`config.mk`:
```
export PLATFORM = sky130hd
export DESIGN_NAME = serial_command_line_assembler_flat
export DESIGN_NICKNAME = d
export VERILOG_FILES = /design/src/hw/rtl/scla_pkg.sv /design/src/hw/rtl/scla_if.sv /design/src/hw/rtl/scla_ctrl.sv /design/src/hw/rtl/scla_dp.sv /design/src/hw/rtl/serial_command_line_assembler.sv /design/src/flat_wrapper.sv
export SDC_FILE = /design/constraint.sdc
export NUM_CORES = 1
export LEC_CHECK = 0
export ABC_AREA = 1
export BUFFER_PORTS_ARGS = -buffer_cell sky130_fd_sc_hd__clkbuf_2
export CAP_MARGIN = 20
export CORE_MARGIN = 2
export CORE_UTILIZATION = 30
export CTS_CLUSTER_DIAMETER = 40
export CTS_CLUSTER_SIZE = 12
export DETAILED_ROUTE_END_ITERATION = 8
export SYNTH_ARGS = -nofsm -noshare
export SYNTH_HDL_FRONTEND = slang
export SYNTH_SLANG_ARGS = --single-unit
```
`constraint.sdc`:
```
create_clock -name clk -period 2.6 [get_ports clk]
set_input_delay 0.39 -clock clk [delete_from_list [all_inputs] [get_ports clk]]
set_output_delay 0.39 -clock clk [all_outputs]
set_load 0.1 [all_outputs]
```
`src/hw/rtl/scla_pkg.sv`:
```
`default_nettype none
package scla_pkg;

  localparam int LINE_DEPTH = 32;
  localparam int IDX_W      = $clog2(LINE_DEPTH);
  localparam int ADDR_W     = IDX_W + 1;
  localparam int MEM_DEPTH  = 1 << ADDR_W;

  localparam logic [1:0] CMD_BYTE = 2'd0;
  localparam logic [1:0] CMD_READ = 2'd1;
  localparam logic [1:0] CMD_POLL = 2'd2;

  localparam logic [7:0] BYTE_LF = 8'h0A;
  localparam logic [7:0] BYTE_CR = 8'h0D;

  typedef logic [IDX_W-1:0] idx_t;

  typedef struct packed {
    logic take_byte;
    logic start_read;
    logic start_poll;
    logic start_empty;
    logic load_byte;
    logic load_end;
  } scla_ctl_t;

  typedef struct packed {
    logic cmd_ready;
    logic slot_free;
    logic more;
  } scla_sts_t;

endpackage
`default_nettype wire

```
`src/hw/rtl/scla_if.sv`:
```
`default_nettype none
interface scla_in_if;
  logic       valid;
  logic       ready;
  logic [1:0] cmd;
  logic [7:0] rx_byte;
  logic [7:0] read_limit;

  modport source (output valid, output cmd, output rx_byte, output read_limit, input ready);
  modport sink   (input valid, input cmd, input rx_byte, input read_limit, output ready);
endinterface

interface scla_out_if;
  logic       valid;
  logic       ready;
  logic [7:0] out_byte;
  logic       has_command;
  logic       is_last;

  modport source (output valid, output out_byte, output has_command, output is_last,
                  input ready);
  modport sink   (input valid, input out_byte, input has_command, input is_last,
                  output ready);
endinterface
`default_nettype wire

```
`src/hw/rtl/scla_ctrl.sv`:
```
`default_nettype none
module scla_ctrl
  import scla_pkg::*;
(
  input  wire logic       clk,
  input  wire logic       rst_n,
  input  wire logic       in_valid,
  input  wire logic [1:0] in_cmd,
  input  wire logic       limit_zero,
  input  wire scla_sts_t  sts,
  output logic            in_ready,
  output scla_ctl_t       ctl
);

  typedef enum logic [3:0] {
    S_IDLE    = 4'b0001,
    S_STATUS  = 4'b0010,
    S_RD_ADDR = 4'b0100,
    S_RD_DATA = 4'b1000
  } state_t;

  state_t state_r, state_nxt;

  always_ff @(posedge clk) begin
    if (!rst_n) begin
      state_r <= S_IDLE;
    end else begin
      state_r <= state_nxt;
    end
  end

  always_comb begin
    state_nxt = state_r;
    ctl       = '0;
    in_ready  = 1'b0;
    unique case (state_r)
      S_IDLE: begin
        in_ready = 1'b1;
        if (in_valid) begin
          unique case (in_cmd)
            CMD_BYTE: ctl.take_byte = 1'b1;
            CMD_READ: begin
              if (!limit_zero && sts.cmd_ready) begin
                ctl.start_read = 1'b1;
                state_nxt      = S_RD_ADDR;
              end else begin
                ctl.start_empty = 1'b1;
                state_nxt       = S_STATUS;
              end
            end
            CMD_POLL: begin
              ctl.start_poll = 1'b1;
              state_nxt      = S_STATUS;
            end
            default: ;
          endcase
        end
      end
      S_STATUS: begin
        if (sts.slot_free) begin
          ctl.load_end = 1'b1;
          state_nxt    = S_IDLE;
        end
      end
      S_RD_ADDR: state_nxt = S_RD_DATA;
      S_RD_DATA: begin
        if (sts.slot_free) begin
          if (sts.more) begin
            ctl.load_byte = 1'b1;
            state_nxt     = S_RD_ADDR;
          end else begin
            ctl.load_end = 1'b1;
            state_nxt    = S_IDLE;
          end
        end
      end
      default: state_nxt = S_IDLE;
    endcase
  end

endmodule
`default_nettype wire

```
`src/hw/rtl/scla_dp.sv`:
```
`default_nettype none
module scla_dp
  import scla_pkg::*;
(
  input  wire logic       clk,
  input  wire logic       rst_n,
  input  wire logic [7:0] rx_byte,
  input  wire logic [7:0] read_limit,
  input  wire scla_ctl_t  ctl,
  output scla_sts_t       sts,
  scla_out_if.source      out_ch
);

  logic [7:0] mem [0:MEM_DEPTH-1];
  logic [7:0] mem_q;

  idx_t       line_idx_r;
  idx_t       cmd_len_r;
  logic       cmd_ready_r;
  logic       line_bank_r;
  idx_t       rd_idx_r;
  idx_t       n_r;
  logic       has_r;
  logic       out_valid_r;
  logic [7:0] out_byte_r;
  logic       has_out_r;
  logic       last_r;

  logic       is_eol;
  logic       room;
  logic [7:0] lim_m1;
  idx_t       n_nxt;
  logic       slot_free;

  assign is_eol    = (rx_byte == BYTE_LF) || (rx_byte == BYTE_CR);
  assign room      = line_idx_r < IDX_W'(LINE_DEPTH - 1);
  assign lim_m1    = read_limit - 8'd1;
  assign n_nxt     = (8'(cmd_len_r) < lim_m1) ? cmd_len_r : IDX_W'(lim_m1);
  assign slot_free = !out_valid_r || out_ch.ready;

  assign sts.cmd_ready = cmd_ready_r;
  assign sts.slot_free = slot_free;
  assign sts.more      = (rd_idx_r < n_r) && (mem_q != 8'd0);

  // line bank and command bank swap when a line is committed
  always_ff @(posedge clk) begin
    if (ctl.take_byte && !is_eol && room) begin
      mem[{line_bank_r, line_idx_r}] <= rx_byte;
    end
    mem_q <= mem[{~line_bank_r, rd_idx_r}];
  end

  always_ff @(posedge clk) begin
    if (!rst_n) begin
      line_idx_r  <= '0;
      cmd_len_r   <= '0;
      cmd_ready_r <= 1'b0;
      line_bank_r <= 1'b0;
      out_valid_r <= 1'b0;
    end else begin
      if (ctl.take_byte) begin
        if (is_eol) begin
          if (line_idx_r != '0 && !cmd_ready_r) begin
            cmd_len_r   <= line_idx_r;
            cmd_ready_r <= 1'b1;
            line_bank_r <= ~line_bank_r;
          end
          line_idx_r <= '0;
        end else if (room) begin
          line_idx_r <= line_idx_r + 1'b1;
        end else begin
          line_idx_r <= '0;
        end
      end
      if (ctl.start_read || ctl.start_poll) begin
        cmd_ready_r <= 1'b0;
      end
      if (ctl.load_byte || ctl.load_end) begin
        out_valid_r <= 1'b1;
      end else if (out_ch.ready) begin
        out_valid_r <= 1'b0;
      end
    end
  end

  always_ff @(posedge clk) begin
    if (ctl.start_read) begin
      rd_idx_r <= '0;
      n_r      <= n_nxt;
      has_r    <= 1'b1;
    end
    if (ctl.start_poll) begin
      has_r <= cmd_ready_r;
    end
    if (ctl.start_empty) begin
      has_r <= 1'b0;
    end
    if (ctl.load_byte) begin
      rd_idx_r   <= rd_idx_r + 1'b1;
      out_byte_r <= mem_q;
      has_out_r  <= 1'b1;
      last_r     <= 1'b0;
    end
    if (ctl.load_end) begin
      out_byte_r <= 8'd0;
      has_out_r  <= has_r;
      last_r     <= 1'b1;
    end
  end

  assign out_ch.valid       = out_valid_r;
  assign out_ch.out_byte    = out_byte_r;
  assign out_ch.has_command = has_out_r;
  assign out_ch.is_last     = last_r;

  a_ready_len: assert property (@(posedge clk) disable iff (!rst_n)
    cmd_ready_r |-> cmd_len_r != '0)
    else $error("pending command with zero length");

  a_read_clears: assert property (@(posedge clk) disable iff (!rst_n)
    ctl.start_read |=> !cmd_ready_r)
    else $error("read did not clear ready");

  a_byte_item: assert property (@(posedge clk) disable iff (!rst_n)
    ctl.load_byte |=> out_valid_r && out_byte_r != 8'd0 && !last_r && has_out_r)
    else $error("bad command byte beat");

  a_no_overrun: assert property (@(posedge clk) disable iff (!rst_n)
    (ctl.load_byte || ctl.load_end) |-> slot_free)
    else $error("output beat overwritten");

endmodule
`default_nettype wire

```
`src/hw/rtl/serial_command_line_assembler.sv`:
```
// received byte: accepted in the idle state, no result beat
// poll or status read: status state registers the result beat once output is free
// command read: per command byte, a line memory read, then the output register;
//   the closing zero beat takes the same steps; one item in flight at a time
// sync active-low reset: line state, ready flag, output valid cleared; memory kept
`default_nettype none
module serial_command_line_assembler
  import scla_pkg::*;
(
  input  wire logic  clk,
  input  wire logic  rst_n,
  scla_in_if.sink    in_ch,
  scla_out_if.source out_ch
);

  scla_ctl_t ctl;
  scla_sts_t sts;
  logic      ready;

  scla_ctrl u_ctrl (
    .clk        (clk),
    .rst_n      (rst_n),
    .in_valid   (in_ch.valid),
    .in_cmd     (in_ch.cmd),
    .limit_zero (in_ch.read_limit == 8'd0),
    .sts        (sts),
    .in_ready   (ready),
    .ctl        (ctl)
  );

  scla_dp u_dp (
    .clk        (clk),
    .rst_n      (rst_n),
    .rx_byte    (in_ch.rx_byte),
    .read_limit (in_ch.read_limit),
    .ctl        (ctl),
    .sts        (sts),
    .out_ch     (out_ch)
  );

  assign in_ch.ready = ready;

endmodule
`default_nettype wire
```
`src/flat_wrapper.sv`:
```
// flat-port wrapper written by rule: the top's interface ports become plain ports
module serial_command_line_assembler_flat import scla_pkg::*;
  (clk, rst_n, in_ch_valid, in_ch_cmd, in_ch_rx_byte, in_ch_read_limit, in_ch_ready, out_ch_valid, out_ch_out_byte, out_ch_has_command, out_ch_is_last, out_ch_ready);
  scla_in_if in_ch_i ();
  scla_out_if out_ch_i ();
  input  wire logic clk;
  input  wire logic rst_n;
  input wire logic [$bits(in_ch_i.valid)-1:0] in_ch_valid;
  input wire logic [$bits(in_ch_i.cmd)-1:0] in_ch_cmd;
  input wire logic [$bits(in_ch_i.rx_byte)-1:0] in_ch_rx_byte;
  input wire logic [$bits(in_ch_i.read_limit)-1:0] in_ch_read_limit;
  output wire logic [$bits(in_ch_i.ready)-1:0] in_ch_ready;
  output wire logic [$bits(out_ch_i.valid)-1:0] out_ch_valid;
  output wire logic [$bits(out_ch_i.out_byte)-1:0] out_ch_out_byte;
  output wire logic [$bits(out_ch_i.has_command)-1:0] out_ch_has_command;
  output wire logic [$bits(out_ch_i.is_last)-1:0] out_ch_is_last;
  input wire logic [$bits(out_ch_i.ready)-1:0] out_ch_ready;
  assign in_ch_i.valid = in_ch_valid;
  assign in_ch_i.cmd = in_ch_cmd;
  assign in_ch_i.rx_byte = in_ch_rx_byte;
  assign in_ch_i.read_limit = in_ch_read_limit;
  assign in_ch_ready = in_ch_i.ready;
  assign out_ch_valid = out_ch_i.valid;
  assign out_ch_out_byte = out_ch_i.out_byte;
  assign out_ch_has_command = out_ch_i.has_command;
  assign out_ch_is_last = out_ch_i.is_last;
  assign out_ch_i.ready = out_ch_ready;
  serial_command_line_assembler u_core (.clk(clk), .rst_n(rst_n), .in_ch(in_ch_i), .out_ch(out_ch_i));
endmodule
```
==> impl_metrics.csv, run 1 <==
group,metric,value,unit
detailed_routing,viasPerCell,4.55,
floorplanning,core-area,80400,um2
sta,rsz0062_at_grt,"no",
global_route,grt_pass1_wl,94300,um
synthesis,synth_seq_cells,558,
cts,cts_resized,0,
global_route,grt_pass1_vias,16217,
detailed_routing,antenna_left,0,
sta,skew,30.2,ps
place,hpwl,35900,um
global_route,grt_antenna_before_repair,0,
detailed_routing,drt_first_pass_iters,5,
worst_setup_path,cp_cell_sequence,"nor2_2 -> nand3_2 -> nor2_2 -> o21ai_2 -> nor2_8 -> nand3_2 -> nor2_1 -> buf_4",
worst_setup_path,path_class,"reg -> reg",
cts,cts-htree-levels,3,
synthesis,yosys_warnings,0,
worst_setup_path,crit_slowest_cell,"nand3_2",
synthesis,yosysTopAreaCellShare,64.6,%
pwr,irDropWorstVdd,0.000593,V
worst_setup_path,reg2reg_slack,190,ps
sta,finalMaxSlewViolations,0,
cts,cts_buffers,85,
detailed_routing,drc_errors,0,
sta,fin_crit,2410,ps
cts,clockBufferDepth,3,
worst_setup_path,r2r-end,"u_core.u_dp.mem[35][5]$_DFFE_PP_",
cts,ctsHoldBuffers,0,
synthesis,syn-cell-area,24300,um2
sta,fin_crit_sh,92.7,%
place,io_buffers,33,
cells_and_area,design_area,29200,um2
synthesis,synth.avg_cell_area,10.2,um2
sta,max_freq,415,MHz
synthesis,synth_edf_count,523,
job,max-cap-violations,0,
worst_hold_path,hold-path-cell-count,2,
detailed_routing,wl_per_cell,16.8,um
worst_setup_path,crit_path_end_kind,"register",
cells_and_area,diodes,0,
sta,hold_violations,0,
global_route,grt.total_usage,14.7,%
worst_setup_path,reg2reg_depth,8,
worst_hold_path,worstHoldPathType,"in -> reg",
synthesis,synth_cells,2380,
synthesis,synthArstFlopShare,0,%
sta,fin_tns_setup,0,ps
worst_setup_path,cp_top_family,"simple AND/OR/NAND/NOR gates",
synthesis,synth_top_area_cell,"edfxtp_1",
detailed_routing,via_count,16530,
detailed_routing,drt_iter0_drc,1450,
cts,post_cts_buffers,0,
worst_setup_path,worstPathArrival,2720,ps
synthesis,yosysSeqAreaShare,67.5,%
sta,setup_ws,189,ps
pwr,leakagePower,11.6,nW
worst_setup_path,critical_path.max_fanout,9,
detailed_routing,wirelength,61000,um
outcome,status,"complete, no violations",
floorplanning,pin_count,34,
floorplanning,initial_core_util,30.2,%
floorplanning,dieArea,83300,um2
worst_setup_path,rr_startpoint,"u_core.u_ctrl.state_r[3]$_SDFFE_PN0P_",
sta,worst_slew_pin_slew,937,ps
cts,worstSkewPairLatency,630,ps
worst_setup_path,critical_path_buf_inv_count,1,
floorplanning,rows,104,
cts,clk_pin_slew,50,ps
place,placed_cell_area,26300,um2
cts,cts_sinks,558,
worst_setup_path,start_kind,"register",
synthesis,synth-main-ff-cell,"edfxtp_1",
cells_and_area,drive_above_1_share,12.9,%
global_route,grt_max_degree,98,
sta,relSlewSlack,37.5,%
cells_and_area,nNetsFinal,2540,
floorplanning,fp.dieH,289,um
worst_hold_path,min_to,"u_core.u_ctrl.state_r[0]$_SDFFE_PN1P_",
place,place.gp.congestion,0.829,
synthesis,synth.area.top_cells,"edfxtp_1 (65%), nand2_1 (12%), nand3_1 (4.8%)",
pwr,power_per_cell_area,747,nW/um2
worst_setup_path,worstPathRequired,2910,ps
synthesis,ys_top_cells_by_count,"nand2_1 (745), edfxtp_1 (523), nor2_1 (255)",
global_route,grt_overflow,0,
synthesis,yosys.cell_count.top_type,"nand2_1",
place,post-place-ws,116,ps
cts,cts_tree,"built",
synthesis,yosysUniqueCellTypes,39,
cells_and_area,area_growth,20.0,%
floorplanning,fp.dieW,289,um
worst_setup_path,slowest_delay,420,ps
sta,setup_viol,0,
cts,clockRootBuffer,"clkbuf_16",
cells_and_area,finalCoreUtilization,36.3,%
worst_hold_path,holdCritStartpoint,"rst_n",
## cells in the final DEF (no fill, tap or decap), types with 11 or more instances in the layout
cell type,instances
o21ai_0,83
clkinvlp_4,11
clkbuf_16,86
nand2_1,745
ha_1,13
clkinv_2,14
buf_4,92
a21oi_1,58
nor2_1,255
clkbuf_2,33
edfxtp_1,523
nand3_1,233
inv_6,11
nor3_2,21
inv_1,236
buf_12,14
conb_1,16
nand4_1,12
dfxtp_1,35
## routing by layer
metal,part of all wire [%],GRT usage (%)
met5,0,0
met3,5.6,2.11
met2,47,24.2
met4,1.8,4.46
met1,45,20.2
## cell families (layout without fill, tap and decap cells)
logic type / after synthesis / in the layout / synth area share [%]
compound gates: 147 / 147 / 3.08
other cells: 1 / 16 / 0.0154
xor+xnor: 7 / 7 / 0.252
buf+inv: 357 / 535 / 6.04
simple gates: 1297 / 1297 / 22.5
fa+ha+maj: 13 / 13 / 0.669
flops: 558 / 558 / 67.5
## stage by stage
step / power [mW] / std cells / hold WS [ps]
finish: 21.8 / 3633 / 124
floorplan: 10.3 / 2395 / 434
global placement: 10.6 / 3478 / 448
detailed placement: 10.6 / 3478 / 453
global route: 22.5 / 3633 / 111
CTS: 22.0 / 3633 / 92.0
## flip-flops by register name, summed over array words and instances, names as in the netlist, 4 cells and up
register	cells
u_core.u_dp.cmd_len_r	5
u_core.u_dp.out_ch.out_byte	8
u_core.u_dp.mem_q	8
u_core.u_dp.mem	512
u_core.u_dp.line_idx_r	5
u_core.u_dp.rd_idx_r	5
u_core.u_ctrl.state_r	4
u_core.u_dp.n_r	5
## worst max path at each step
stage / startpoint / to / slack, ps / cells after the start
floorplan: u_core.u_ctrl.state_r[3]$_SDFFE_PN0P_ / u_core.u_dp.mem[1][0]$_DFFE_PP_ / 520 / 7
global placement: in_ch_cmd[0] / u_core.u_dp.mem[30][6]$_DFFE_PP_ / 120 / 9
detailed placement: in_ch_cmd[0] / u_core.u_dp.mem[62][3]$_DFFE_PP_ / 120 / 9
CTS: u_core.u_ctrl.state_r[3]$_SDFFE_PN0P_ / u_core.u_dp.mem[38][6]$_DFFE_PP_ / 190 / 8
global route: u_core.u_ctrl.state_r[3]$_SDFFE_PN0P_ / u_core.u_dp.mem[8][3]$_DFFE_PP_ / 60 / 8
finish: u_core.u_ctrl.state_r[3]$_SDFFE_PN0P_ / u_core.u_dp.mem[35][5]$_DFFE_PP_ / 190 / 8
## power by group
group / switching (mW) / total, mW / internal [mW]
Clock: 4.25 / 11.4 / 7.15
Sequential: 0.0263 / 9.90 / 9.88
Combinational: 0.394 / 0.475 / 0.0816
## cell type report
| type | count | area (um2) |
|---|---|---|
| inverters | 241 | 911 |
| clock inverters | 63 | 721 |
| repair buffers | 139 | 1140 |
| clock buffers | 92 | 2170 |
| flip-flops and latches | 558 | 16400 |
| fillers | 7908 | 51200 |
| multi-input cells | 1480 | 6490 |
| well taps | 1060 | 1330 |
## worst reg2reg max path, stage by stage (launching register included)
cell and delay, ps:
dfxtp_1 330, nor2_2 140, nand3_2 130, nor2_2 290, o21ai_2 180, nor2_8 190, nand3_2 420, nor2_1 230
buf_4 190
No activity file was read; power rests on OpenSTA's default activity.
==> run 2, diff against run 1 <==
--- a/config.mk
+++ b/config.mk
@@ -9,10 +9,11 @@
 export BUFFER_PORTS_ARGS = -buffer_cell sky130_fd_sc_hd__clkbuf_2
 export CAP_MARGIN = 20
 export CORE_MARGIN = 2
-export CORE_UTILIZATION = 30
+export CORE_UTILIZATION = 63
 export CTS_CLUSTER_DIAMETER = 40
 export CTS_CLUSTER_SIZE = 12
 export DETAILED_ROUTE_END_ITERATION = 8
+export PLACE_DENSITY = 0.8
 export SYNTH_ARGS = -nofsm -noshare
 export SYNTH_HDL_FRONTEND = slang
 export SYNTH_SLANG_ARGS = --single-unit
==> impl_metrics.csv, run 2 (same netlist as run 1, synthesis figures left out) <==
group,metric,value,unit
sta,worst_slew_pin_slew,1010,ps
sta,setup_ws,99.3,ps
worst_setup_path,crit_path_end_kind,"register",
sta,setup_viol,0,
sta,fin_crit_sh,96.2,%
worst_setup_path,crit_slowest_cell,"nand3_2",
pwr,comb_power_share,2.7,%
cells_and_area,diodes,0,
pwr,fin_total_pwr,19.3,mW
sta,finalMaxSlewViolations,0,
global_route,grt.total_usage,31.5,%
detailed_routing,via_count,17609,
worst_setup_path,cp_top_family,"simple AND/OR/NAND/NOR gates",
pwr,p_int,15.2,mW
pwr,irDropWorstVdd,0.000653,V
global_route,grt_pass1_wl,96200,um
cts,clk_pin_slew,50,ps
sta,fin_crit,2500,ps
worst_setup_path,path_class,"reg -> reg",
global_route,grt_antenna_before_repair,0,
detailed_routing,antenna_left,0,
floorplanning,initial_core_util,64.2,%
floorplanning,pin_count,34,
detailed_routing,wirelength,62900,um
detailed_routing,drt_iter0_drc,2714,
global_route,grt_pass1_vias,17291,
pwr,power_per_cell_area,699,nW/um2
floorplanning,fp.dieW,200,um
worst_setup_path,start_kind,"register",
job,max-cap-violations,0,
worst_setup_path,worstPathArrival,2770,ps
floorplanning,dieArea,40200,um2
pwr,switchingPower,4.02,mW
cts,cts_buffers,69,
cts,clockRootBuffer,"clkbuf_16",
place,place.gp.congestion,0.930,
cells_and_area,largest_register_ffs,512,
cells_and_area,finalCoreUtilization,72.7,%
sta,hold_violations,0,
detailed_routing,viasPerCell,5.83,
sta,max_freq,400,MHz
floorplanning,core-area,37800,um2
global_route,grt_max_degree,125,
outcome,status,"finished with violations",
cells_and_area,drive_above_1_share,10.7,%
pwr,switching_share,20.9,%
place,hpwl,37300,um
sta,fin_tns_setup,0,ps
worst_setup_path,critical_path.max_fanout,8,
sta,relSlewSlack,32.7,%
worst_setup_path,critical_path_buf_inv_count,2,
worst_hold_path,worstHoldPathType,"in -> reg",
sta,rsz0062_at_grt,"no",
cts,cts_sinks,558,
cells_and_area,mostFrequentLayoutCell,"nand2_1",
floorplanning,rows,71,
worst_setup_path,slowest_delay,380,ps
floorplanning,fp.dieH,200,um
pwr,clockPowerShare,45.9,%
place,post-place-ws,-25.8,ps
detailed_routing,wl_per_cell,20.8,um
cts,ctsHoldBuffers,0,
cells_and_area,area_growth,13.2,%
place,io_buffers,33,
cts,cts_tree,"built",
pwr,p_seq_share,51.4,%
cells_and_area,nNetsFinal,2504,
cts,clockBufferDepth,3,
global_route,grt_overflow,0,
worst_setup_path,cp_cell_sequence,"nor2_2 -> nand3_2 -> nor2_2 -> o21ai_2 -> nor2_8 -> buf_4 -> nand3_2 -> nor2_1 -> buf_4",
sta,skew,12.7,ps
cells_and_area,layout_common_cells,"nand2_1 (745), edfxtp_1 (523), nor2_1 (255)",
worst_setup_path,worstPathRequired,2870,ps
cts,cts-htree-levels,3,
pwr,leakagePower,11.2,nW
cts,post_cts_buffers,0,
detailed_routing,drt_first_pass_iters,8,
cells_and_area,regMostFlops,"u_core.u_dp.mem",
detailed_routing,drc_errors,2,
cts,worstSkewPairLatency,570,ps
outcome,violations,"DRC",
cts,cts_resized,0,
==> run 2: changes by cell type in the layout (fill, tap and decap cells not counted), sizes merged <==
cell / previous run / this run
buf: 106 / 86
clkinv: 31 / 18
clkbuf: 125 / 114
bufinv: 10 / 1
clkinvlp: 11 / 5
inv: 252 / 247
==> run 2: path summary, 6_finish.rpt <==
path	startpoint	endpoint	slack, ps	cells after the start
setup reg to reg	u_core.u_ctrl.state_r[3]$_SDFFE_PN0P_	u_core.u_dp.mem[40][1]$_DFFE_PP_	100	9
hold / removal	in_ch_rx_byte[2]	u_core.u_dp.mem[22][2]$_DFFE_PP_	110	1
hold reg to reg	u_core.u_dp.out_ch.is_last$_SDFFE_PP1P_	u_core.u_dp.out_ch.is_last$_SDFFE_PP1P_	460	2
setup / recovery	u_core.u_ctrl.state_r[3]$_SDFFE_PN0P_	u_core.u_dp.mem[40][1]$_DFFE_PP_	100	9
==> run 2: area by class of cell <==
| cell class | instances | area, um2 |
|---|---|---|
| Sequential cell | 558 | 16400 |
| Fill cell | 2518 | 10300 |
| Multi-Input combinational cell | 1480 | 6500 |
| Clock buffer | 81 | 1880 |
| Timing Repair Buffer | 119 | 961 |
| Inverter | 241 | 910 |
| Tap cell | 511 | 639 |
| Clock inverter | 30 | 231 |
==> run 2: metal layers <==
metal,vias up,GRT usage [%],part of all wire (%)
met4,0,15.2,5.0
met1,8208,42.4,37
met3,228,5.94,12
met5,-,0,0
met2,1167,49.9,46
li1,8006,-,-
==> run 2: power groups by stage <==
stage / Sequential [mW] / Combinational [mW] / Clock [mW]
2_1_floorplan: 10.1 / 0.169 / 0
3_3_place_gp: 10.1 / 0.493 / 0
3_5_place_dp: 10.1 / 0.501 / 0
4_1_cts: 9.90 / 0.502 / 8.88
5_1_grt: 9.90 / 0.541 / 9.25
6_report: 9.90 / 0.511 / 8.84
==> run 2: through the flow <==
step / area, um2 / std cells / hold slack (ps)
final: 27500 / 3020 / 109
after global routing: 27500 / 3020 / 119
after CTS: 27500 / 3020 / 94.0
after detailed placement: 25400 / 2909 / 443
after global placement: 25400 / 2909 / 442
after floorplan: 24400 / 2395 / 434
==> run 3, diff against run 2 <==
--- a/config.mk
+++ b/config.mk
@@ -13,7 +13,8 @@
 export CTS_CLUSTER_DIAMETER = 40
 export CTS_CLUSTER_SIZE = 12
 export DETAILED_ROUTE_END_ITERATION = 8
-export PLACE_DENSITY = 0.8
+export PLACE_DENSITY = 0.79
+export SETUP_SLACK_MARGIN = 0.4
 export SYNTH_ARGS = -nofsm -noshare
 export SYNTH_HDL_FRONTEND = slang
 export SYNTH_SLANG_ARGS = --single-unit
==> impl_metrics.csv, run 3 (same netlist as run 1, synthesis figures left out) <==
group,metric,value,unit
outcome,status,"complete, no violations",
cts,cts-htree-levels,3,
detailed_routing,drc_errors,0,
sta,setup_ws,416,ps
cells_and_area,regMostFlops,"u_core.u_dp.mem",
worst_setup_path,cp_top_family,"simple AND/OR/NAND/NOR gates",
floorplanning,pin_count,34,
global_route,grt_antenna_before_repair,2,
sta,rsz0062_at_grt,"yes",
pwr,leakagePower,11.6,nW
worst_setup_path,critical_path.max_fanout,8,
global_route,grt_overflow,0,
floorplanning,fp.dieW,200,um
worst_hold_path,worstHoldPathType,"in -> reg",
floorplanning,fp.dieH,200,um
sta,fin_crit,2180,ps
place,place.gp.congestion,0.891,
global_route,grt.total_usage,33.4,%
sta,worst_slew_pin_slew,1080,ps
global_route,grt_pass1_wl,101000,um
sta,max_freq,458,MHz
sta,setup_viol,0,
sta,hold_violations,0,
worst_setup_path,cp_cell_sequence,"nor2_4 -> nand3_4 -> nor2_4 -> o21ai_4 -> nor2_8 -> buf_12 -> nand2_8 -> buf_12 -> nor3_4 -> buf_6",
detailed_routing,drt_iter0_drc,2840,
sta,fin_crit_sh,84.0,%
cts,clockRootBuffer,"clkbuf_16",
cts,cts_buffers,67,
cts,clockBufferDepth,3,
place,hpwl,37200,um
cells_and_area,finalCoreUtilization,75.5,%
worst_setup_path,worstPathArrival,2480,ps
global_route,grt_max_degree,78,
floorplanning,dieArea,40200,um2
cts,cts_sinks,558,
detailed_routing,wirelength,69400,um
sta,finalMaxSlewViolations,0,
worst_setup_path,crit_path_end_kind,"register",
cells_and_area,mostFrequentLayoutCell,"nand2_1",
worst_setup_path,crit_slowest_cell,"dfxtp_2",
cts,ctsHoldBuffers,0,
place,post-place-ws,68.7,ps
worst_setup_path,path_class,"reg -> reg",
floorplanning,rows,71,
sta,fin_tns_setup,0,ps
job,max-cap-violations,0,
cts,worstSkewPairLatency,590,ps
detailed_routing,drt_first_pass_iters,6,
sta,hold-worst-slack,128,ps
pwr,irDropWorstVdd,0.000639,V
worst_setup_path,critical_path_buf_inv_count,3,
place,dp_cells,2933,
worst_setup_path,worstPathRequired,2900,ps
place,io_buffers,33,
sta,skew,17.4,ps
worst_setup_path,reg2reg_slack,420,ps
sta,relSlewSlack,27.8,%
floorplanning,initial_core_util,64.2,%
cells_and_area,largest_register_ffs,512,
worst_setup_path,slowest_delay,340,ps
global_route,grt_pass1_vias,18203,
detailed_routing,antenna_left,0,
detailed_routing,viasPerCell,5.98,
cells_and_area,area_growth,17.5,%
cells_and_area,layout_common_cells,"nand2_1 (740), edfxtp_1 (523), inv_1 (236)",
cts,cts_tree,"built",
detailed_routing,wl_per_cell,22.5,um
pwr,power_per_cell_area,691,nW/um2
cells_and_area,nNetsFinal,2565,
detailed_routing,via_count,18457,
cells_and_area,fillers,2378,
cells_and_area,drive_above_1_share,14.0,%
floorplanning,core-area,37800,um2
worst_setup_path,start_kind,"register",
cts,clk_pin_slew,50,ps
cells_and_area,instances_no_fill,3086,
[run 3: stage by stage]
step / area (um2) / power, mW
CTS: 28100 / 19.7
global route: 28600 / 20.2
detailed placement: 25600 / 10.6
floorplan: 24400 / 10.3
finish: 28600 / 19.7
global placement: 25600 / 10.6
[run 3: area by class of cell]
class                      count  area (um2)  share of cell area (%)
antenna                        3        7.51                  0.0263
inverter                     241         936                    3.28
clock inverter                30         338                    1.18
timing repair inverter         2        17.5                  0.0613
clock buffer                  81        1860                    6.50
timing repair buffer         179        1640                    5.75
sequential                   558       16400                    57.4
tap                          511         639                    2.24
multi-input combinational   1481        6720                    23.5
[run 3: worst paths after layout]
path                                                                   from                                           to  depth (start not counted)
worst max-delay path                  u_core.u_ctrl.state_r[2]$_SDFFE_PN0P_              u_core.u_dp.mem[5][0]$_DFFE_PP_                         10
worst min-delay path                                           out_ch_ready        u_core.u_ctrl.state_r[3]$_SDFFE_PN0P_                          4
worst max register to register        u_core.u_ctrl.state_r[2]$_SDFFE_PN0P_              u_core.u_dp.mem[5][0]$_DFFE_PP_                         10
worst min register to register  u_core.u_dp.out_ch.out_byte[1]$_SDFFE_PP0P_  u_core.u_dp.out_ch.out_byte[1]$_SDFFE_PP0P_                          2
[run 3: what timing repair did]
item,4_1_cts,5_1_grt
gates cloned,4,6
pin swaps,1,8
setup buffers,8,21
endpoints found under the setup margin,282,433
resized for setup,27,55
[run 3: report_power, final]
group	leakage [nW]	total [mW]	switching [mW]	internal [mW]
combinational	5.55	0.540	0.430	0.110
sequential	5.01	9.90	0.0280	9.87
clock	1.05	9.30	3.62	5.68
[run 3: tightest hold or removal path: stages]
cell      delay (ps)
clkbuf_2          80
nor2_1            70
nand2_1           70
a21oi_1           60
[run 3: per-layer routing]
metal / GRT usage (%) / share of wire (%) / vias to the layer above / wire length (um)
met1: 41.9 / 34 / 8604 / 23900
met3: 8.59 / 13 / 313 / 9240
met5: 0 / 0.012 / - / 8
met4: 19.7 / 5.6 / 2 / 3890
met2: 53.0 / 47 / 1403 / 32400
li1: - / - / 8135 / -
